**config.mk**
```make
export PLATFORM = sky130hd
export DESIGN_NAME = bti_frac_div
export DESIGN_NICKNAME = d
export VERILOG_FILES = /design/src/hdl/bilinear_table_interpolator_defines.svh /design/src/hdl/bti_pkg.sv /design/src/hdl/bti_frac_div.sv
export SDC_FILE = /design/constraint.sdc
export NUM_CORES = 1
export LEC_CHECK = 0
export ABC_CLOCK_PERIOD_IN_PS = 4660
export BUFFER_PORTS_ARGS = -buffer_cell sky130_fd_sc_hd__buf_2
export CAP_MARGIN = 0
export CORE_ASPECT_RATIO = 0.7
export CORE_MARGIN = 8
export CORE_UTILIZATION = 45
export DETAILED_ROUTE_END_ITERATION = 6
export SETUP_SLACK_MARGIN = 0.4
export SLEW_MARGIN = 10
export SYNTH_ARGS = -nofsm -noshare
export SYNTH_HDL_FRONTEND = slang
export SYNTH_SLANG_ARGS = --single-unit
```
**constraint.sdc**
```tcl
create_clock -name clk -period 4.66 [get_ports clk]
set_input_delay 0 -clock clk [delete_from_list [all_inputs] [get_ports clk]]
set_output_delay 0 -clock clk [all_outputs]
set_load 0.03 [all_outputs]
```
**src/hdl/bilinear_table_interpolator_defines.svh**
```systemverilog
// Assertion macros for the bilinear table interpolator.
// Expects clk and rst_n in the scope of use.
`ifndef BILINEAR_TABLE_INTERPOLATOR_DEFINES_SVH
`define BILINEAR_TABLE_INTERPOLATOR_DEFINES_SVH

// same-cycle implication
`define BTI_ASSERT_NOW(lbl, ante, cons, msg) \
    lbl: assert property (@(posedge clk) disable iff (!rst_n) (ante) |-> (cons)) \
        else $error(msg);

// next-cycle implication
`define BTI_ASSERT_NEXT(lbl, ante, cons, msg) \
    lbl: assert property (@(posedge clk) disable iff (!rst_n) (ante) |=> (cons)) \
        else $error(msg);

`endif

```
**src/hdl/bti_pkg.sv**
```systemverilog
// Shared types and constants of the bilinear table interpolator.
// No dependencies; used by bti_frac_div and bilinear_table_interpolator.
`default_nettype none

package bti_pkg;

    localparam int ADDR_W  = 4;
    localparam int DATA_W  = 32;
    localparam int CNT_W   = 7;
    localparam int FRAC_BITS = 16;
    localparam int FRAC_W  = FRAC_BITS + 1;
    localparam int DIV_W   = 32;

    localparam logic [1:0] ACT_LOAD_ROW  = 2'd0;
    localparam logic [1:0] ACT_LOAD_COL  = 2'd1;
    localparam logic [1:0] ACT_LOAD_GRID = 2'd2;
    localparam logic [1:0] ACT_QUERY     = 2'd3;

    localparam logic [1:0] REG_ROW_COUNT   = 2'd0;
    localparam logic [1:0] REG_COL_COUNT   = 2'd1;
    localparam logic [1:0] REG_TABLE_READY = 2'd2;

    typedef enum logic [3:0] {
        ST_IDLE,
        ST_BP_FIRST,
        ST_BP_LAST,
        ST_CLASSIFY,
        ST_PROBE,
        ST_COMPARE,
        ST_DIV_START,
        ST_DIV_WAIT,
        ST_GRID_BASE,
        ST_GRID_RD,
        ST_GRID_LAST,
        ST_LERP_MUL,
        ST_LERP_ADD,
        ST_RESULT
    } state_t;

    typedef enum logic [1:0] {
        MODE_BELOW,
        MODE_ABOVE,
        MODE_SEARCH
    } mode_t;

endpackage

`default_nettype wire

```
**src/hdl/bti_frac_div.sv**
```systemverilog
// Radix-2 restoring divider for the Q1.16 fraction num * 2^16 / den, num <= den.
// Uses bti_pkg; after start it computes 16 quotient bits, one per step, then a one-cycle done pulse.
`default_nettype none

module bti_frac_div (
    input  wire logic                        clk,
    input  wire logic                        rst_n,
    input  wire logic                        start,
    input  wire logic [bti_pkg::DIV_W-1:0]   num,
    input  wire logic [bti_pkg::DIV_W-1:0]   den,
    output logic                             done,
    output logic      [bti_pkg::FRAC_W-1:0]  quot
);

    logic                          busy_reg, busy_next;
    logic                          done_reg, done_next;
    logic [3:0]                    cnt_reg, cnt_next;
    logic [bti_pkg::DIV_W:0]       rem_reg, rem_next;
    logic [bti_pkg::DIV_W-1:0]     den_reg, den_next;
    logic [bti_pkg::FRAC_W-1:0]    quot_reg, quot_next;
    logic [bti_pkg::DIV_W:0]       shifted;
    logic                          qbit;

    always_comb
    begin
        busy_next = busy_reg;
        done_next = 1'b0;
        cnt_next  = cnt_reg;
        rem_next  = rem_reg;
        den_next  = den_reg;
        quot_next = quot_reg;
        shifted   = {rem_reg[bti_pkg::DIV_W-1:0], 1'b0};
        qbit      = (shifted >= {1'b0, den_reg});
        if (start)
        begin
            busy_next = 1'b1;
            cnt_next  = '0;
            den_next  = den;
            if (num >= den)
            begin
                // integer bit set, fraction bits all zero
                quot_next = {1'b1, {bti_pkg::FRAC_BITS{1'b0}}};
                rem_next  = '0;
            end
            else
            begin
                quot_next = '0;
                rem_next  = {1'b0, num};
            end
        end
        else if (busy_reg)
        begin
            rem_next  = qbit ? (shifted - {1'b0, den_reg}) : shifted;
            quot_next = {quot_reg[bti_pkg::FRAC_W-1], quot_reg[bti_pkg::FRAC_BITS-2:0], qbit};
            cnt_next  = cnt_reg + 4'd1;
            if (cnt_reg == 4'(bti_pkg::FRAC_BITS - 1))
            begin
                busy_next = 1'b0;
                done_next = 1'b1;
            end
        end
    end

    always_ff @(posedge clk or negedge rst_n)
    begin
        if (!rst_n)
        begin
            busy_reg <= 1'b0;
            done_reg <= 1'b0;
            cnt_reg  <= '0;
        end
        else
        begin
            busy_reg <= busy_next;
            done_reg <= done_next;
            cnt_reg  <= cnt_next;
        end
    end

    always_ff @(posedge clk)
    begin
        rem_reg  <= rem_next;
        den_reg  <= den_next;
        quot_reg <= quot_next;
    end

    assign done = done_reg;
    assign quot = quot_reg;

endmodule

`default_nettype wire

```
# --- Word-level counts from Yosys, hierarchy flattened ---
# Cells that the tools add are included.
word_totals:
  reg_bits: 87
classes:
  n_reduce_logical: 1
  n_eq_ne: 1
  addsub: 2
  order_cmp: 2
  muxes: 15
op_table:
  columns: ["cell", "n"]
  rows:
  - ["two-way mux 32 bit", 4]
  - ["two-way mux 17 bit", 2]
  - [">= comparator 33 x 32 -> 1 bit", 1]
  - [">= comparator 32 bit", 1]
  - ["subtractor 32 bit", 1]
  - ["two-way mux 16 bit", 1]
  - ["two-way mux 4 bit", 2]
  - ["two-way mux 1 bit", 6]
  - ["adder 4 x 1 -> 4 bit (second input constant)", 1]
  - ["equality test 4 bit (second input constant)", 1]
  - ["nonzero test 2 bit", 1]

# --- Longest topological paths before layout ---
logic_depth:
  depth_word: 4
  mapped_depth: 12
  depth_no_buf: 10

# --- Least setup slack after synthesis ---
# Ideal clock, no wire load.
synth_path:
  path_kind: "register to register"
  start: "reg rem_reg[17] (netlist name)"
  end: "reg rem_reg[23] (netlist name) (data pin)"
  synth_period_minus_slack_ns: 2.903
  stages_incl_launch_ff: 12
  arrival_time_ns: 2.632
  path_buffers: 2
  setup_time_ns: 0.271
  slack_ns: 1.757
  required_ns: 4.389
  cell_sequence: "edfxtp_1 ha_1 buf_6 a211oi_2 nor2_1 or4_4 a221oi_4 a31oi_4 nor2_4 buf_6 mux2i_1 o22ai_1"
synth_via:
  elab_chain_len: 4
  elab_cells_between_ends: 5
  classes_between: "add/sub (1); order compare (1); mux (3)"
synth_rtl:
  columns: ["element", "line", "source"]
  rows:
  - ["from (decl)", "bti_frac_div.sv:18", "logic [bti_pkg::DIV_W:0] rem_reg, rem_next;"]
  - ["from (signal assigned)", "bti_frac_div.sv:82", "rem_reg <= rem_next;"]
  - ["subtractor 32 bit or >= comparator 33 x 32 -> 1 bit (tied branches)", "bti_frac_div.sv:53, bti_frac_div.sv:33", null]
  - ["two-way mux 32 bit *", "bti_frac_div.sv:53", "rem_next = qbit ? (shifted - {1'b0, den_reg}) : shifted;"]
  - ["two-way mux 32 bit *", "bti_frac_div.sv:51", "else if (busy_reg)"]
  - ["two-way mux 32 bit *", "bti_frac_div.sv:34", "if (start)"]
  - ["net rem_next, one bit", "bti_frac_div.sv:18", null]
# The timed path passes the listed nets; every way through them passes the cells marked *. The select of a mux whose other input is x is not followed.
# A chain may end at the register's enable or synchronous reset.

# --- Worst setup path in the final report ---
layout_path:
  start: "reg rem_reg[17] (netlist name)"
  end: "reg rem_reg[2] (netlist name) (data pin)"
layout_via:
  elab_chain_len: 4
layout_rtl:
  columns: ["element", "line", "source"]
  rows:
  - [">= comparator 33 x 32 -> 1 bit", "bti_frac_div.sv:33", "qbit = (shifted >= {1'b0, den_reg});"]
  - ["two-way mux 32 bit", "bti_frac_div.sv:53", null]
  - ["two-way mux 32 bit", "bti_frac_div.sv:51", null]
  - ["two-way mux 32 bit", "bti_frac_div.sv:34", null]
  - ["net rem_next, one bit", "bti_frac_div.sv:18", null]
# The timed path passes the listed nets, and every way through them passes these cells. The select of a mux whose other input is x is not followed.

==> metrics.cfg <==
[pwr]
power.leakage_nw = 3.546
internal-power_mw = 2.405
p_clk_frac = 0.188
combPwrFrac = 0.527
swShare = 0.4099
p_sw_mw = 1.671
powerDensity_nw_per_um2 = 530.0
vdd_ir_drop_max_uv = 207.6
seqPwrFrac = 0.286

[worst_setup_path]
slowest_stage = nor2_4
r2r-start = rem_reg[17]$_DFFE_PP_
end_kind = register
r2r_end = rem_reg[2]$_DFFE_PP_
cp.arrival_ps = 3950
reg2reg_depth = 10
cp-startpoint = rem_reg[17]$_DFFE_PP_
rrSetupSlack_ps = 800
path_class = register to register
cpPeakStageDelay_ps = 610
path_cells = ha_1, a211oi_2, nor2_1, or4_4, a221oi_4, a31oi_4, nor2_4, buf_4, mux2i_1, a21oi_1
critPathMaxFanout = 22
cp-start-kind = register
required_ps = 4750

[clock_network]
cts_max_level = 3
ctsResizeCount = 0
ctsHoldBuffers = 39
root_buffer = clkbuf_16
tritoncts = built
postCtsSetupBuffers = 0
cts.clk_slew.worst_paths_ps = 70
clock_latency_ps = 360
numCtsBuffers = 9
clk_path_buf_depth = 2
clock-sinks = 87

[timing]
rsz0062_at_grt = false
relSlewSlack = 0.2640
setup_viol = 0
slew_viol_final = 0
setup_slack_ps = 800.9
tightest_slew_ps = 1095
fin_crit_sh = 0.8281
fin_setup_tns_ps = 0
post-route-min-period_ps = 3859
clock.fmax_mhz = 259.1
hold_viol_final = 0
skew_ps = 10.00

[floorplan]
fp.coreArea_sq_um = 13920
die_y_um = 116.0
die_width_um = 158.8
rows = 36
start_util = 0.4617
io-pin-count = 85
die-area_sq_um = 18420

[cells_and_area]
synthToLayoutAreaGrowth_pct = 19.67
fillers = 1275
n_antenna_cell = 0
instances_no_fill = 960
finalCoreUtilization = 0.5525
drive_above_1_share = 0.1584
nets = 898
finalInstanceArea_sq_um = 7690

[logic_synthesis]
ys_ff_latch = 87
synthArstFlopShare = 0.06897
synthesis.nets = 785
ys_seq_area_frac = 0.4019
synth.cell_area_sq_um = 6426
synth.avg_cell_area_sq_um = 9.856
syn_inst = 652
yosys_warnings = 0
ys_types = 68
synth_edf_count = 81
synth_ff_type = edfxtp_1

[drt]
drtIter0Drc = 322
vias_per_cell = 5.488
dr.pass1.iters = 5
drc = 0
drt-wirelength-per-cell_um = 17.95
vias = 5268
wirelength_mm = 17.23
ant_nets = 0

[placement]
port_buffers = 84
hpwl_mm = 12.81
pre_cts_slack_ps = 864.3
place_inst = 905
placed_cell_area_sq_um = 6995
gp_congestion = 0.8351

[grt]
grt_overflow = 0
grt_pass1_vias = 5263
grt_pass1_wl_mm = 27.59
antenna_found_initial = 0
grt_max_degree = 51
grt_util_all_layers = 0.1893

[worst_hold_path]
min_path_type = primary input to register
holdPathEnd = rem_reg[6]$_DFFE_PP_
min-delay-start = num[6]
hold_path_depth = 3

[run_status]
status = finished clean

[job]
cap_violations = 0

-- worst max-delay path: cells and delay by family (launching register included) --
| family | cells | cell delay [ps] |
|---|---|---|
| buffers and inverters | 1 | 420 |
| AOI/OAI and AO/OA | 4 | 900 |
| adders and majority gates | 1 | 450 |
| DFF | 1 | 430 |
| muxes | 1 | 250 |
| and+or+nand+nor | 3 | 1140 |
-- layer usage --
metal	GRT usage	routed length, um	up-vias
met5	0	0	-
met4	0.05499	154	0
met1	0.2754	9122	2463
li1	-	-	2624
met2	0.2741	6875	171
met3	0.04258	1076	10
-- synth_stat cells (2+ instances only) --
master,number,area (sq um)
a21oi_1,83,415.4
edfxtp_1,81,2432
inv_1,69,259.0
ha_1,65,813.3
nor2_1,36,135.1
mux2i_1,27,270.3
nand2_1,27,101.4
nor2b_1,25,156.4
a21o_1,24,180.2
o21ai_0,23,115.1
clkbuf_1,18,67.56
nand3_1,15,75.07
xnor2_1,13,113.9
xor2_1,11,96.34
nor3_1,10,50.05
a211oi_1,8,60.06
nand4_1,8,50.05
o21a_1,8,60.06
a31oi_1,7,43.79
and3_1,7,43.79
or3_1,7,43.79
dfrtp_1,6,150.1
nand2b_1,6,37.54
o2bb2ai_1,4,35.03
buf_4,3,22.52
buf_6,3,33.78
nor3b_1,3,22.52
nor4_1,3,18.77
or2_2,3,18.77
a2111o_1,2,22.52
a21boi_0,2,15.01
a221o_1,2,20.02
a31o_2,2,17.52
nand3b_1,2,15.01
nor4b_1,2,17.52
o211a_1,2,20.02
o21bai_1,2,15.01
o311a_1,2,20.02
o31ai_1,2,15.01
-- worst max-delay path by stage --
| stage | end | slack, ps | cells after the start |
|---|---|---|---|
| after CTS | rem_reg[6]$_DFFE_PP_ | 820 | 10 |
| after floorplan | rem_reg[23]$_DFFE_PP_ | 1760 | 11 |
| after global placement | rem_reg[2]$_DFFE_PP_ | 910 | 11 |
| after global routing | rem_reg[3]$_DFFE_PP_ | 630 | 11 |
| final | rem_reg[2]$_DFFE_PP_ | 800 | 10 |
| after detailed placement | rem_reg[6]$_DFFE_PP_ | 860 | 10 |
-- through the flow --
step           hold slack, ps  power [mW]
4_1_cts                 2.102       4.061
5_1_grt                 9.789       4.365
2_1_floorplan          -295.6       2.814
3_5_place_dp           -163.4       3.252
3_3_place_gp           -170.2       3.221
6_report                8.790       4.075
-- kinds of logic (layout without fill, tap and decap cells) --
group / count (synthesis) / after routing / share of synthesized area
AO/OA/AOI/OAI: 191 / 191 / 0.1998
XOR/XNOR: 24 / 24 / 0.03271
adder cells (fa/ha/maj): 66 / 66 / 0.1297
buffers and inverters: 96 / 214 / 0.06152
flip-flops: 87 / 87 / 0.4019
multiplexers: 27 / 27 / 0.04206
AND/OR/NAND/NOR: 161 / 161 / 0.1324
-- final cells by class --
type	count	area, sq um	area share
inverters	70	262.8	0.03417
flip-flops and latches	87	2582	0.3358
repair buffers	128	848.3	0.1103
clock inverters	6	75.07	0.009762
clock buffers	10	229.0	0.02978
well taps	190	237.7	0.03091
multi-input cells	469	3455	0.4492
-- power groups by stage --
stage / Clock [mW] / Sequential, mW / Combinational [mW]
final: 0.765 / 1.16 / 2.15
after global routing: 0.809 / 1.18 / 2.37
after CTS: 0.780 / 1.16 / 2.12
after detailed placement: 0 / 1.18 / 2.08
after global placement: 0 / 1.17 / 2.05
after floorplan: 0 / 1.15 / 1.66
-- layout by cell type (no fill, tap or decap), types with 3 or more instances in the layout --
cell type	count
nand4_1	8
and3_1	7
o21a_1	8
a211oi_1	8
nor2b_1	25
xnor2_1	13
ha_1	65
buf_2	84
or2_2	3
nor2_1	36
buf_4	5
a21oi_1	83
inv_6	3
nor3b_1	3
clkbuf_16	9
nand2b_1	6
a31oi_1	7
inv_1	69
nand2_1	27
or3_1	7
edfxtp_1	81
nor3_1	10
mux2i_1	27
a21o_1	24
dlygate4sd3_1	39
xor2_1	11
nand3_1	15
o2bb2ai_1	4
o21ai_0	23
dfrtp_1	6
Power figures use the tool's default switching activity.
